[config.mk]
export PLATFORM = sky130hd
export DESIGN_NAME = float_to_half_saturating
export DESIGN_NICKNAME = d
export VERILOG_FILES = /design/src/sv/fths_pkg.sv /design/src/sv/fths_convert.sv /design/src/sv/float_to_half_saturating.sv
export SDC_FILE = /design/constraint.sdc
export NUM_CORES = 1
export LEC_CHECK = 0
export BUFFER_PORTS_ARGS = -buffer_cell sky130_fd_sc_hd__buf_2
export CORE_ASPECT_RATIO = 1.25
export CORE_MARGIN = 3
export CORE_UTILIZATION = 35
export DETAILED_ROUTE_END_ITERATION = 7
export GPL_ROUTABILITY_DRIVEN = 0
export PLACE_DENSITY = 0.67
export SYNTH_ARGS = -nofsm -noshare
export SYNTH_HDL_FRONTEND = slang
export SYNTH_SLANG_ARGS = --single-unit
[constraint.sdc]
create_clock -name clk -period 17.59 [get_ports clk]
set_clock_uncertainty 0.1 [all_clocks]
set_input_delay 5.277 -clock clk [delete_from_list [all_inputs] [get_ports clk]]
set_output_delay 5.277 -clock clk [all_outputs]
set_load 0.05 [all_outputs]
[src/sv/fths_pkg.sv]
package fths_pkg;

	typedef enum logic [1:0] {
		RM_NEAREST_EVEN = 2'd0,
		RM_TOWARD_ZERO  = 2'd1,
		RM_TOWARD_POS   = 2'd2,
		RM_TOWARD_NEG   = 2'd3
	} round_mode_t;

	// Byte address of the rounding mode register on the APB port.
	localparam logic [1:0]  REG_ROUND_MODE = 2'd0;
	localparam logic [30:0] HALF_MAX_MAG_BITS = 31'h477FE000;
	localparam logic [30:0] SINGLE_INF_MAG = 31'h7F800000;
	localparam logic [14:0] HALF_MAX_CODE = 15'h7BFF;

	typedef struct packed {
		logic [31:0] single_bits;
		logic        last_of_array;
	} in_item_t;

	typedef struct packed {
		logic [15:0] half_bits;
		logic        clamped;
		logic        array_clamped;
		logic        end_of_array;
	} out_item_t;

endpackage

[src/sv/fths_convert.sv]
module fths_convert (
	input  logic [31:0]              single_bits,
	input  fths_pkg::round_mode_t    round_mode,
	output logic [15:0]              half_bits,
	output logic                     clamped
);

	logic        s;
	logic [7:0]  e;
	logic [22:0] m;
	logic [30:0] mag_in;
	logic        is_nan;
	logic [23:0] sig;
	logic [7:0]  shift;
	logic [23:0] q;
	logic        guard;
	logic        sticky;
	logic [23:0] low_mask;
	logic [14:0] mag;
	logic        inc;
	logic [14:0] rounded;

	always_comb begin
		s = single_bits[31];
		e = single_bits[30:23];
		m = single_bits[22:0];
		mag_in = single_bits[30:0];
		is_nan = mag_in > fths_pkg::SINGLE_INF_MAG;
		clamped = !is_nan && (mag_in > fths_pkg::HALF_MAX_MAG_BITS);
		sig = (e != 8'd0) ? {1'b1, m} : {1'b0, m};
		shift = (e < 8'd113) ? (8'd126 - e) : 8'd13;
		q = '0;
		guard = 1'b0;
		sticky = 1'b0;
		low_mask = '0;
		if (shift > 8'd24) begin
			sticky = sig != 24'd0;
		end else begin
			q = sig >> shift;
			guard = sig[5'(shift - 8'd1)];
			low_mask = (24'd1 << (shift - 8'd1)) - 24'd1;
			sticky = (sig & low_mask) != 24'd0;
		end
		// normal range: exponent rebias plus mantissa without hidden bit
		if (e >= 8'd113)
			mag = {5'(e - 8'd112), 10'd0} + {5'd0, q[9:0]};
		else
			mag = q[14:0];
		case (round_mode)
			fths_pkg::RM_NEAREST_EVEN: inc = guard & (sticky | mag[0]);
			fths_pkg::RM_TOWARD_ZERO:  inc = 1'b0;
			fths_pkg::RM_TOWARD_POS:   inc = (guard | sticky) & ~s;
			default:                   inc = (guard | sticky) & s;
		endcase
		rounded = mag + 15'(inc);
		if (e == 8'hFF && !clamped)
			half_bits = {s, 5'h1F, 1'b1, m[21:13]};
		else if (clamped)
			half_bits = {s, fths_pkg::HALF_MAX_CODE};
		else
			half_bits = {s, rounded};
	end

endmodule

[src/sv/float_to_half_saturating.sv]
// Each input transfer is captured in the input register and converted combinationally;
// the result is captured in the output register when that stage next advances.
// Throughput: one transfer per cycle while m_axis_tready is high; the input register and
// the result register each advance whenever the stage after them is free or drains in the same cycle.
// Reset (arst_n low, asynchronous): valid flags, sticky clamp bit and round_mode clear.
module float_to_half_saturating (
	input  logic        clk,
	input  logic        arst_n,
	input  logic        psel,
	input  logic        penable,
	input  logic        pwrite,
	input  logic [1:0]  paddr,
	input  logic [31:0] pwdata,
	output logic [31:0] prdata,
	output logic        pready,
	input  logic        s_axis_tvalid,
	output logic        s_axis_tready,
	input  logic [31:0] s_axis_tdata,   // [31:0] single_bits
	input  logic        s_axis_tlast,   // last_of_array
	output logic        m_axis_tvalid,
	input  logic        m_axis_tready,
	output logic [15:0] m_axis_tdata,   // [15:0] half_bits
	output logic [1:0]  m_axis_tuser,   // [0] clamped, [1] array_clamped
	output logic        m_axis_tlast    // end_of_array
);

	fths_pkg::round_mode_t round_mode_q;
	fths_pkg::in_item_t    in_s1;
	fths_pkg::out_item_t   out_s2;
	logic                  valid_s1, valid_s2;
	logic                  sticky_q;
	logic                  adv_s1, adv_s2;
	logic [15:0]           half_bits;
	logic                  clamped;

	assign pready = 1'b1;
	assign prdata = (paddr == fths_pkg::REG_ROUND_MODE) ? {30'd0, round_mode_q} : 32'd0;

	// Write the rounding mode on the access phase.
	always_ff @(posedge clk or negedge arst_n) begin
		if (!arst_n) begin
			round_mode_q <= fths_pkg::RM_NEAREST_EVEN;
		end else if (psel && penable && pwrite && pready
				&& paddr == fths_pkg::REG_ROUND_MODE) begin
			round_mode_q <= fths_pkg::round_mode_t'(pwdata[1:0]);
		end
	end

	// Advance the output stage when empty or drained; the input stage follows.
	assign adv_s2 = !valid_s2 || m_axis_tready;
	assign adv_s1 = !valid_s1 || adv_s2;
	assign s_axis_tready = adv_s1;

	always_ff @(posedge clk or negedge arst_n) begin
		if (!arst_n) begin
			valid_s1 <= 1'b0;
		end else if (adv_s1) begin
			valid_s1 <= s_axis_tvalid;
		end
	end

	always_ff @(posedge clk) begin
		if (adv_s1 && s_axis_tvalid) begin
			in_s1.single_bits   <= s_axis_tdata;
			in_s1.last_of_array <= s_axis_tlast;
		end
	end

	fths_convert u_convert (
		.single_bits (in_s1.single_bits),
		.round_mode  (round_mode_q),
		.half_bits   (half_bits),
		.clamped     (clamped)
	);

	always_ff @(posedge clk or negedge arst_n) begin
		if (!arst_n) begin
			valid_s2 <= 1'b0;
			sticky_q <= 1'b0;
		end else if (adv_s2) begin
			valid_s2 <= valid_s1;
			// Gather clamps until the array closes, then drop the sticky bit.
			if (valid_s1)
				sticky_q <= in_s1.last_of_array ? 1'b0 : (sticky_q | clamped);
		end
	end

	always_ff @(posedge clk) begin
		if (adv_s2 && valid_s1) begin
			out_s2.half_bits     <= half_bits;
			out_s2.clamped       <= clamped;
			out_s2.array_clamped <= in_s1.last_of_array & (sticky_q | clamped);
			out_s2.end_of_array  <= in_s1.last_of_array;
		end
	end

	assign m_axis_tvalid = valid_s2;
	assign m_axis_tdata  = out_s2.half_bits;
	assign m_axis_tuser  = {out_s2.array_clamped, out_s2.clamped};
	assign m_axis_tlast  = out_s2.end_of_array;

	a_hold: assert property (@(posedge clk) disable iff (!arst_n)
		valid_s2 && !m_axis_tready |=> valid_s2 && $stable(out_s2))
		else $error("result changed while stalled");
	a_arr_last: assert property (@(posedge clk) disable iff (!arst_n)
		valid_s2 && out_s2.array_clamped |-> out_s2.end_of_array)
		else $error("array flag off last item");
	a_sticky_clr: assert property (@(posedge clk) disable iff (!arst_n)
		adv_s2 && valid_s1 && in_s1.last_of_array |=> !sticky_q)
		else $error("sticky not cleared at array end");
	a_clamp_code: assert property (@(posedge clk) disable iff (!arst_n)
		valid_s2 && out_s2.clamped |-> out_s2.half_bits[14:0] == fths_pkg::HALF_MAX_CODE)
		else $error("clamp code wrong");

endmodule

==> results of run 1 <==
==> sequential cells by signal, indices dropped and copies added, names as in the netlist <==
name,flops
round_mode_q,2
m_axis_tdata,16
m_axis_tuser,2
m_axis_tlast,1
valid_s1,1
sticky_q,1
in_s1,33
m_axis_tvalid,1
==> where the power goes <==
part	switching (mW)	internal, mW	leakage (nW)
Clock	0.0666	0.125	0.153
Combinational	0.120	0.0574	1.59
Sequential	0.0151	0.163	0.554
Total	0.201	0.345	2.29
==> layout make-up <==
| type | count | area [um^2] | share of cell area, % |
|---|---|---|---|
| multi-input cells | 507 | 3540 | 56.5 |
| flip-flops and latches | 57 | 1690 | 26.9 |
| repair buffers | 74 | 390 | 6.22 |
| well taps | 212 | 265 | 4.23 |
| clock buffers | 9 | 225 | 3.59 |
| clock inverters | 7 | 101 | 1.62 |
| inverters | 16 | 62.6 | 0.997 |
==> logic make-up (layout without fill, tap and decap cells) <==
kind of cell             after synthesis  in the layout
adder cells (fa/ha/maj)               10             10
AND/OR/NAND/NOR                      218            218
AO/OA/AOI/OAI                        195            195
other                                  2             31
multiplexers                          27             27
buffers and inverters                100            106
flip-flops                            57             57
XOR/XNOR                              26             26
==> per-layer routing <==
| metal | GRT usage (%) | vias to the layer above | part of all wire, % |
|---|---|---|---|
| met1 | 24.5 | 2465 | 39 |
| met2 | 30.0 | 346 | 46 |
| met3 | 3.54 | 83 | 9.6 |
| met4 | 10.3 | 0 | 5.4 |
| li1 | - | 2437 | - |
| met5 | 0 | - | 0 |
==> per-stage QoR <==
step	std cells	power (mW)
2_1_floorplan	664	0.321
3_3_place_gp	866	0.352
3_5_place_dp	866	0.354
4_1_cts	882	0.547
5_1_grt	882	0.572
6_report	882	0.546
==> cells in the mapped netlist (5+ instances only) <==
cell type,n,area [um^2]
a21boi_0,5,37.5
buf_2,20,100
edfxtp_1,52,1560
buf_4,37,278
and3_1,8,50.1
a31oi_1,13,81.3
nand3_1,22,110
dfrtp_1,5,125
a22oi_1,5,37.5
a211oi_1,12,90.1
mux4_2,9,203
inv_1,13,48.8
a22o_1,6,52.6
and2_1,8,50.1
ha_1,10,125
mux2i_1,11,110
clkbuf_1,21,78.8
xnor2_1,15,131
o31ai_1,5,37.5
o21ai_1,10,50.1
nand2_1,48,180
mux2_2,7,78.8
a21oi_1,30,150
nor2_1,49,184
nand4_1,13,81.3
nor3_1,16,80.1
o211ai_1,12,90.1
o21ai_0,19,95.1
o21a_1,5,37.5
xor2_1,9,78.8
nor4_1,9,56.3
o22ai_1,10,62.6
==> worst min-delay path by stage <==
stage               depth (start not counted)           startpoint                    endpoint
floorplan                                   0  in_s1[32]$_DFFE_PP_  m_axis_tdata[15]$_DFFE_PP_
global placement                            0  in_s1[32]$_DFFE_PP_  m_axis_tdata[15]$_DFFE_PP_
detailed placement                          0  in_s1[32]$_DFFE_PP_  m_axis_tdata[15]$_DFFE_PP_
CTS                                         0  in_s1[32]$_DFFE_PP_  m_axis_tdata[15]$_DFFE_PP_
global route                                0  in_s1[32]$_DFFE_PP_  m_axis_tdata[15]$_DFFE_PP_
finish                                      0  in_s1[32]$_DFFE_PP_  m_axis_tdata[15]$_DFFE_PP_
==> impl_metrics.csv, run 1 <==
group,metric,value,unit
layout,fill_cells,1613,
yosys,synth_xor_area_share,4.37,%
critical_path,cp-start-kind,"primary input",
run,drv_cap,0,
timing,tightest_slew,984,ps
yosys,ys_warn_count,0,
layout,layout_common_cells,"buf_2, edfxtp_1, nor2_1",
critical_path,worstPathArrival,5890,ps
power_and_ir_drop,peakVddDrop,0.0451,mV
timing,hold_violations,0,
cts,path_clk_slew,60,ps
timing,worst_slack,6320,ps
power_and_ir_drop,leakage,2.29,nW
cts,clock_sinks,57,
critical_path,crit_chain,"buf_2, nor2_1, and2_1, buf_2",
yosys,synth_mux_area_share,6.87,%
placement,place_area,5950,um^2
yosys,async_reset_ff_share,8.77,%
critical_path,regToRegSetupSlack,9530,ps
cts,post_cts_buffers,0,
global_routing,track_usage,18.9,%
yosys,syn_avg_cell_area,8.98,um^2
floorplan,coreArea,15800,um^2
detailed_routing,avgViaCountPerCell,6.04,
cts,cts_buffers,9,
placement,dp_slack,6320,ps
floorplan,die_w,120,um
detailed_routing,vias,5331,
layout,fin_area,6270,um^2
yosys,synthSimpleGateAreaFrac,21.3,%
layout,layout_commonest_cell,"buf_2",
critical_path,cp-endpoint,"prdata[0]",
critical_path,end_kind,"primary output",
global_routing,antenna_found_initial,0,
layout,finalNetCount,749,
critical_path,worstPathRequired,12210,ps
detailed_routing,wl,17000,um
critical_path,cp_max_fo,2,
layout,num_antenna_cells,0,
critical_path,path_common_cell,"buf_2",
floorplan,rows,51,
yosys,synthFlopType,"edfxtp_1",
critical_path,crit_start,"paddr[1]",
critical_path,max_stage_delay,250,ps
cts,cts_root_buf,"clkbuf_16",
timing,fin_crit,11270,ps
yosys,synth_cells,635,
detailed_routing,drtAntennaViolNets,0,
layout,fin_util,39.8,%
cts,clk_latency,340,ps
floorplan,die_y,149,um
critical_path,path_class,"primary input to primary output",
placement,dp_hpwl,12200,um
yosys,synth_seq_cells,57,
timing,setup_viol,0,
placement,port_buffers,66,
timing,final.setup.tns,0,ps
timing,whs,342,ps
timing,maxSlewHeadroom,34.4,%
yosys,netlist_area,5700,um^2
global_routing,grt-ovfl-total,0,
critical_path,r2r-start,"in_s1[24]$_DFFE_PP_",
power_and_ir_drop,powerDensity,87.1,nW/um^2
status,outcome,"completed",
layout,syn_to_final_growth,10.1,%
detailed_routing,drc,0,
global_routing,grt_pass1_vias,4835,
floorplan,ios,128,
cts,ctsHoldBuffers,0,
critical_path,worst-path-buf-inv,2,
hold_path,min_path_type,"flip-flop to flip-flop",
cts,htree_levels,3,
critical_path,ff2ff_path_depth,28,
timing,grt_setup_unrepaired,"false",
global_routing,grt_pass1_wl,26500,um
critical_path,rr_endpoint,"m_axis_tdata[10]$_SDFFCE_PP1P_",
yosys,synthAdderAreaFrac,2.20,%
detailed_routing,wl_per_cell,19.3,um
layout,drive_above_1_share,22.5,%
floorplan,die_area,17900,um^2
timing,fmax,88.7,MHz
timing,slew_viol_final,0,
detailed_routing,firstDrtPassIters,5,
yosys,synth_top_family_by_area,"compound AO/OA/AOI/OAI gates",
critical_path,cp.depth,4,
global_routing,grt_max_degree,36,
cts,cts_tree,"done",
critical_path,crit_family,"buffers and inverters",
yosys,yosysSeqAreaShare,29.6,%
yosys,synth-edff-count,52,
yosys,synth_compound_area_share,25.3,%
yosys,synth.distinct_cells,96,
floorplan,initial_utilization,36.2,%
detailed_routing,first_iter_violations,626,
timing,period_share,64.1,%
critical_path,worst_path_max_delay_cell,"buf_2",
cts,cts_buffer_depth,2,
cts,cts_resized,0,
No activity file was read; power rests on OpenSTA's default activity.
==> run 2: changes to the inputs <==
--- a/config.mk
+++ b/config.mk
@@ -11,7 +11,7 @@
 export CORE_UTILIZATION = 35
 export DETAILED_ROUTE_END_ITERATION = 7
 export GPL_ROUTABILITY_DRIVEN = 0
-export PLACE_DENSITY = 0.67
+export PLACE_DENSITY = 0.69
 export SYNTH_ARGS = -nofsm -noshare
 export SYNTH_HDL_FRONTEND = slang
 export SYNTH_SLANG_ARGS = --single-unit
==> constraint.sdc (replaced) <==
create_clock -name clk -period 9.8 [get_ports clk]
set_clock_uncertainty 0.1 [all_clocks]
set_input_delay 2.94 -clock clk [delete_from_list [all_inputs] [get_ports clk]]
set_output_delay 2.94 -clock clk [all_outputs]
set_load 0.05 [all_outputs]
==> impl_metrics.csv, run 2 (same netlist as run 1, synthesis figures left out) <==
group,metric,value,unit
power_and_ir_drop,p_clk_share,36.6,%
timing,final.setup.tns,0,ps
detailed_routing,drc,0,
timing,setup_viol,0,
floorplan,coreArea,15800,um^2
critical_path,end_kind,"flip-flop",
timing,worst_slack,2450,ps
critical_path,cp-endpoint,"m_axis_tdata[12]$_SDFFCE_PP1P_",
critical_path,r2r-start,"in_s1[25]$_DFFE_PP_",
layout,finalNetCount,749,
layout,fill_cells,1585,
placement,port_buffers,66,
critical_path,cp-start-kind,"flip-flop",
layout,syn_to_final_growth,10.5,%
timing,slew_viol_final,0,
global_routing,grt-ovfl-total,0,
layout,largest_register_ffs,33,
detailed_routing,firstDrtPassIters,7,
cts,cts_tree,"done",
detailed_routing,wl,16800,um
cts,ctsHoldBuffers,0,
detailed_routing,wl_per_cell,19.0,um
global_routing,grt_max_degree,36,
layout,drive_above_1_share,22.7,%
layout,layout_common_cells,"buf_2, edfxtp_1, nor2_1",
floorplan,initial_utilization,36.2,%
detailed_routing,first_iter_violations,575,
critical_path,regToRegSetupSlack,2450,ps
critical_path,path_common_cell,"ha_1",
placement,dp_slack,2520,ps
run,drv_cap,0,
critical_path,cp_max_fo,17,
power_and_ir_drop,switching_share,35.7,%
critical_path,path_class,"flip-flop to flip-flop",
floorplan,ios,128,
power_and_ir_drop,seq_power_share,32.0,%
detailed_routing,vias,5354,
floorplan,rows,51,
power_and_ir_drop,peakVddDrop,0.0957,mV
layout,largest_register,"in_s1",
hold_path,min_path_cells,0,
global_routing,antenna_found_initial,0,
critical_path,worstPathRequired,9780,ps
critical_path,crit_start,"in_s1[25]$_DFFE_PP_",
cts,cts_resized,0,
cts,cts_buffer_depth,2,
cts,htree_levels,3,
floorplan,die_y,149,um
hold_path,min-delay-start,"in_s1[32]$_DFFE_PP_",
critical_path,rr_endpoint,"m_axis_tdata[12]$_SDFFCE_PP1P_",
critical_path,worstPathArrival,7330,ps
detailed_routing,drtAntennaViolNets,0,
critical_path,max_stage_delay,560,ps
critical_path,ff2ff_path_depth,29,
timing,grt_setup_unrepaired,"false",
global_routing,grt_pass1_vias,4927,
layout,num_antenna_cells,0,
power_and_ir_drop,leakage,2.31,nW
cts,cts_root_buf,"clkbuf_16",
floorplan,die_w,120,um
timing,hold_violations,0,
floorplan,die_area,17900,um^2
power_and_ir_drop,p_int,0.646,mW
critical_path,worst_path_max_delay_cell,"edfxtp_1",
detailed_routing,avgViaCountPerCell,6.07,
cts,clk_latency,340,ps
layout,layout_commonest_cell,"buf_2",
power_and_ir_drop,powerDensity,160,nW/um^2
timing,fin_crit,7350,ps
timing,tightest_slew,844,ps
power_and_ir_drop,p_switching,0.359,mW
timing,fmax,136,MHz
status,outcome,"completed",
hold_path,min_path_type,"flip-flop to flip-flop",
power_and_ir_drop,combPwrFrac,31.4,%
timing,maxSlewHeadroom,43.7,%
timing,period_share,75.0,%
cts,post_cts_buffers,0,
cts,cts_buffers,9,
global_routing,grt_pass1_wl,26200,um
cts,clock_sinks,57,
cts,path_clk_slew,60,ps
global_routing,track_usage,18.5,%
placement,dp_hpwl,12100,um
[run 2: changes by cell type in the layout (fill, tap and decap cells not counted)]
cell,change
bufinv_16,+1
clkinv_4,+1
o21ai_2,+1
o21ai_1,-1
clkinvlp_4,-2
[run 2: per-stage QoR]
step / instances / power [mW] / util [%] / hold slack, ps / area, um^2
2_1_floorplan: 664 / 0.576 / - / 327 / 5810
3_3_place_gp: 866 / 0.632 / 37.7 / 336 / 5950
3_5_place_dp: 866 / 0.634 / 37.7 / 336 / 5950
4_1_cts: 882 / 1.01 / 40.0 / 351 / 6300
5_1_grt: 882 / 1.05 / 40.0 / 355 / 6300
6_report: 882 / 1.01 / 40.0 / 347 / 6300
[run 2: worst min-delay path by stage]
stage / endpoint / slack (ps)
finish: m_axis_tdata[15]$_DFFE_PP_ / 350
global route: m_axis_tdata[15]$_DFFE_PP_ / 350
CTS: m_axis_tdata[15]$_DFFE_PP_ / 350
detailed placement: m_axis_tdata[15]$_DFFE_PP_ / 340
global placement: m_axis_tdata[15]$_DFFE_PP_ / 340
floorplan: m_axis_tdata[15]$_DFFE_PP_ / 330
[run 2: power by group through the flow]
stage,clock network [mW],registers [mW],logic (mW)
finish,0.368,0.322,0.315
global route,0.387,0.323,0.339
CTS,0.378,0.320,0.310
detailed placement,0,0.325,0.309
global placement,0,0.324,0.308
floorplan,0,0.335,0.241
[run 2: critical path, delay by kind of cell (launching register included)]
kind / cells / cell delay [ps]
buffers and inverters: 3 / 610
AND/OR/NAND/NOR: 11 / 2130
flip-flops: 1 / 560
XOR/XNOR: 1 / 160
adder cells (fa/ha/maj): 5 / 1570
AO/OA/AOI/OAI: 9 / 1920
[run 2: final cells by class]
type	instances	area, um^2	area share, %
flip-flops and latches	57	1690	26.8
clock buffers	9	225	3.57
repair buffers	74	390	6.20
inverters	16	62.6	0.993
well taps	212	265	4.21
multi-input cells	507	3540	56.3
clock inverters	7	125	1.99
[run 2: per-layer routing]
metal	vias up	share of wire [%]	global-route usage [%]
met2	351	46	28.7
met1	2479	39	23.7
met5	-	0	0
met4	0	5.5	10.6
met3	82	9.2	4.26
li1	2442	-	-
